## src/design/gnlm_pkg.sv

```systemverilog
// Types, codes and constants shared by the gated nearest landmark match block.
package gnlm_pkg;

    localparam int ACC_W   = 66;
    localparam int PROD_W  = 64;
    localparam int WORLD_W = 36;
    localparam int DELTA_W = 37;

    localparam logic [30:0]         MAX_DIST     = 31'h7FFF_FFFF;
    localparam logic signed [33:0]  PI_Q30       = 34'sd3373259426;
    localparam logic signed [33:0]  HALF_PI_Q30  = 34'sd1686629713;
    localparam logic signed [32:0]  CORDIC_X0    = 33'sd652032874;
    localparam logic [30:0]         MAP_GATE_RST = 31'd164;
    localparam logic [30:0]         LMK_GATE_RST = 31'd23593;

    typedef enum logic [1:0] {
        KIND_MAP_WR = 2'd0,
        KIND_LMK_WR = 2'd1,
        KIND_QUERY  = 2'd2
    } kind_t;

    typedef enum logic [1:0] {
        CLASS_MAP = 2'd0,
        CLASS_LMK = 2'd1,
        CLASS_NEW = 2'd2
    } class_t;

    typedef enum logic [1:0] {
        CFG_MAP_COUNT = 2'd0,
        CFG_LMK_COUNT = 2'd1,
        CFG_MAP_GATE  = 2'd2,
        CFG_LMK_GATE  = 2'd3
    } cfg_idx_t;

    typedef enum logic [3:0] {
        ST_IDLE,
        ST_CORDIC,
        ST_ROT,
        ST_MAP_RD,
        ST_MAP_DELTA,
        ST_MAP_MAC,
        ST_MAP_CMP,
        ST_MAP_GATE,
        ST_LMK_RD,
        ST_LMK_DELTA,
        ST_LMK_MAC,
        ST_LMK_CMP,
        ST_LMK_GATE,
        ST_DONE
    } state_t;

    typedef enum logic [1:0] {
        ACC_HOLD,
        ACC_LOAD,
        ACC_ADD,
        ACC_SUB
    } acc_op_t;

    typedef struct packed {
        logic signed [31:0] op_a;
        logic signed [31:0] op_b;
        acc_op_t            acc_op;
    } mac_ctl_t;

    // atan(2^-i) in Q2.30, floored
    function automatic logic [29:0] atan_q30(input logic [4:0] i);
        logic [29:0] v;
        case (i)
            5'd0:  v = 30'd843314856;
            5'd1:  v = 30'd497837829;
            5'd2:  v = 30'd263043836;
            5'd3:  v = 30'd133525158;
            5'd4:  v = 30'd67021686;
            5'd5:  v = 30'd33543515;
            5'd6:  v = 30'd16775850;
            5'd7:  v = 30'd8388437;
            5'd8:  v = 30'd4194282;
            5'd9:  v = 30'd2097149;
            5'd10: v = 30'd1048575;
            5'd11: v = 30'd524287;
            5'd12: v = 30'd262143;
            5'd13: v = 30'd131071;
            5'd14: v = 30'd65535;
            5'd15: v = 30'd32767;
            5'd16: v = 30'd16383;
            5'd17: v = 30'd8191;
            5'd18: v = 30'd4095;
            5'd19: v = 30'd2047;
            5'd20: v = 30'd1023;
            5'd21: v = 30'd511;
            5'd22: v = 30'd255;
            5'd23: v = 30'd127;
            default: v = 30'd0;
        endcase
        return v;
    endfunction

endpackage

```

## src/design/gnlm_mac.sv

```systemverilog
// Shared 32x32 signed multiplier with registered product and accumulator.
module gnlm_mac (
    input  logic                               aclk,
    input  gnlm_pkg::mac_ctl_t                 ctl,
    output logic signed [gnlm_pkg::ACC_W-1:0]  acc
);
    import gnlm_pkg::*;

    logic signed [PROD_W-1:0] prod_reg;
    logic signed [ACC_W-1:0]  acc_reg;

    // acc_op acts on the product issued in the previous cycle
    always_ff @(posedge aclk) begin
        prod_reg <= ctl.op_a * ctl.op_b;
        case (ctl.acc_op)
            ACC_LOAD: acc_reg <= ACC_W'(prod_reg);
            ACC_ADD:  acc_reg <= acc_reg + ACC_W'(prod_reg);
            ACC_SUB:  acc_reg <= acc_reg - ACC_W'(prod_reg);
            default:  acc_reg <= acc_reg;
        endcase
    end

    assign acc = acc_reg;

endmodule

```

## config.mk

```make
export PLATFORM = sky130hd
export DESIGN_NAME = gnlm_mac
export DESIGN_NICKNAME = d
export VERILOG_FILES = /design/src/design/gnlm_pkg.sv /design/src/design/gnlm_mac.sv
export SDC_FILE = /design/constraint.sdc
export NUM_CORES = 2
export LEC_CHECK = 0
export BUFFER_PORTS_ARGS = -buffer_cell sky130_fd_sc_hd__buf_2
export CORE_ASPECT_RATIO = 0.9
export CORE_MARGIN = 2
export CORE_UTILIZATION = 55
export CTS_CLUSTER_DIAMETER = 40
export DETAILED_ROUTE_END_ITERATION = 8
export PLACE_DENSITY = 0.72
export SYNTH_ARGS = -nofsm -noshare
export SYNTH_HDL_FRONTEND = slang
export SYNTH_SLANG_ARGS = --single-unit
```

## constraint.sdc

```tcl
create_clock -name aclk -period 10.8 [get_ports aclk]
set_input_delay 0.54 -clock aclk [delete_from_list [all_inputs] [get_ports aclk]]
set_output_delay 0.54 -clock aclk [all_outputs]
set_load 0.01 [all_outputs]
```

==> qor.csv <==
metric,value,unit
status,completed,
f_max,0.114,GHz
Synth area leaders,"fa_1 (48%), inv_1 (8.5%), ha_1 (6.9%)",
DRC viols,0,
synthesized area,45100,um2
Post-synth EDFFs,66,
CP max FO,32,
synth cell count leaders,"fa_1 (1,083), inv_1 (1,025), nand2_1 (600)",
gr ovfl total,0,
Setup Skew,0.0135,ns
H-tree depth,4,
Final nets,6156,
synth warn,0,
Crit. Startpoint,ctl[65],
Setup crit end,prod_reg[63],
share of cells above drive strength 1,5.96,%
synthesis-stage register bit count,130,
Synth Instances,4817,
FF-to-FF setup slack,4.98,ns
global placer's final weighted congestion,0.921,
Reg-to-Reg Start,prod_reg[4],
Resize count post-CTS,0,
worst r2r path cells,23,
drt pass-1 iters,6,
Placeable Area,81100,um2
first-pass GRT wire length,198000,um
Initial Utilization,55.6,%
"Async S/R FF share, synth",0,%
setup bufs post-CTS,0,
DR vias,32900,
max-slew violation count,0,
Fin. Hold Viols,0,
Synthesized Nets,6217,
post-synthesis cell type count,93,
Syn Area/Cell,9.36,um2
setup TNS,0,ns
top_reg_cell synth,edfxtp_1,
crit path DAT,9.10,ns
detailed-route wire length,125000,um
DP HPWL,95600,um
Routed Antenna Nets,0,
crit start category,input port,
initial antenna violation count,9,
Sink Count,130,
Fin Hold WS,0.531,ns
CTS tree,done,
final-report setup violation count,0,
Slew @ Worst Pin,1.10,ns
I/O pin count,133,
CTS Hold Bufs,0,
hold crit path type,in -> reg,
Max clock buf depth,2,
worst setup path category,in -> reg,
most common cell in the synthesized netlist,fa_1,
"Reg clk slew, reported paths",0.06,ns
leading area contributor after synthesis,fa_1,
"Area growth, synth to finish",4.14,%
"Req. time, crit path",11.16,ns
crit end category,flip-flop,
Clock Latency Late Sink,0.43,ns
Max-Cap Viols,0,
Chip Height,276,um
Initial DRC Count,2580,
sequential area share after synthesis,7.24,%
vias per inst,5.64,
r2r endpoint,acc[65],
number of flip-flops under the largest register name,66,
Die X,306,um
fin crit share,80.9,%
unrepaired setup endpoints after global routing,false,
share of the synthesized area in the top cell type,48.1,%
DIE AREA,84300,um2
crit path time final,8.74,ns
GR Util All Layers,30.8,%
Root Buffer Master,clkbuf_16,
Slew HR,26.8,%
total CTS buffers,17,
vias in the first global route,34900,
"Core Util, Final",57.9,%
routed len/inst,21.4,um
largest net degree at the start of global routing,57,
site row count,99,
# port buffers,132,
routing by layer:
layer	part of all wire, %	global-route usage, %	up-vias
li1	-	-	14300
met1	43	44.5	16700
met2	42	45.7	1717
met3	12	9.20	205
met4	2.5	7.66	2
met5	0.0096	0	-
how the worst min path moves through the flow:
| stage | start | to | slack, ns | depth (start not counted) |
|---|---|---|---|---|
| 2_1_floorplan | prod_reg[24] | acc[24] | 0.57 | 1 |
| 3_3_place_gp | prod_reg[50] | acc[50] | 0.59 | 1 |
| 3_5_place_dp | prod_reg[50] | acc[50] | 0.59 | 1 |
| 4_1_cts | ctl[0] | acc[65] | 0.52 | 3 |
| 5_1_grt | ctl[0] | acc[65] | 0.54 | 3 |
| 6_report | ctl[0] | acc[65] | 0.53 | 3 |
cell type report:
cell class                 count  area [um2]
antenna                        5        12.5
clock buffer                  19         475
clock inverter                13         124
fill                        7048       34200
inverter                    1026        3850
multi-input combinational   3428       37100
sequential                   130        3260
tap                         1060        1330
timing repair buffer         153         818
logic make-up after synthesis:
family | count (synthesis) | synth area share (%)
buffers and inverters | 1259 | 10.5
muxes | 60 | 1.49
and+or+nand+nor | 1375 | 15.2
DFF | 130 | 7.24
adders and majority gates | 1333 | 55.0
xor gates and xnor gates | 194 | 3.77
AOI/OAI and AO/OA | 466 | 6.76
worst max-delay path: stages:
cell      delay (ns)
buf_2           0.54
nand2_1         0.19
inv_1           0.16
fa_1            0.43
inv_1           0.13
fa_1            0.47
inv_1           0.10
fa_1            0.75
fa_1            1.08
inv_1           0.38
fa_1            0.57
inv_1           0.05
fa_1            0.53
inv_1           0.05
fa_1            0.47
inv_1           0.05
fa_1            0.44
ha_1            0.37
inv_1           0.13
o21bai_1        0.08
a21oi_1         0.24
o211a_1         0.18
o211ai_1        0.13
a211o_1         0.31
a31oi_2         0.24
o21ai_0         0.12
a21oi_1         0.18
xnor2_1         0.14
layout by cell type, fill, tap and decap left out, types with 4 or more instances in the layout:
| master | instances |
|---|---|
| a21o_1 | 72 |
| o21ai_0 | 89 |
| xor2_1 | 71 |
| inv_1 | 1025 |
| nand4_1 | 28 |
| a21oi_2 | 5 |
| o21a_1 | 16 |
| and2_1 | 489 |
| o22ai_1 | 5 |
| mux2i_1 | 4 |
| nand2_1 | 600 |
| a211o_1 | 7 |
| a31oi_1 | 11 |
| diode_2 | 5 |
| nor2_1 | 121 |
| a211oi_1 | 12 |
| dfxtp_1 | 64 |
| buf_2 | 132 |
| nor4_1 | 5 |
| mux2_2 | 56 |
| fa_1 | 1083 |
| nor3_1 | 23 |
| edfxtp_1 | 66 |
| o211ai_1 | 9 |
| ha_1 | 250 |
| or2_2 | 4 |
| a21oi_1 | 155 |
| or3_1 | 10 |
| and3_1 | 12 |
| o41ai_1 | 5 |
| nor2b_1 | 11 |
| xnor2_1 | 123 |
| nand2b_1 | 23 |
| o31ai_1 | 15 |
| inv_6 | 6 |
| inv_8 | 4 |
| o21bai_1 | 19 |
| buf_4 | 21 |
| clkbuf_16 | 19 |
| nand3_1 | 19 |
through the flow:
stage | worst slack [ns] | instance area [um2] | cells
finish | 2.06 | 47000 | 5834
global route | 1.56 | 46900 | 5832
CTS | 2.09 | 46900 | 5829
detailed placement | 1.64 | 46300 | 5797
global placement | 1.69 | 46300 | 5797
floorplan | 2.83 | 45100 | 4817
Power is not shown: default switching activity piles up to over one toggle a cycle in this logic, so the estimate is an artifact.
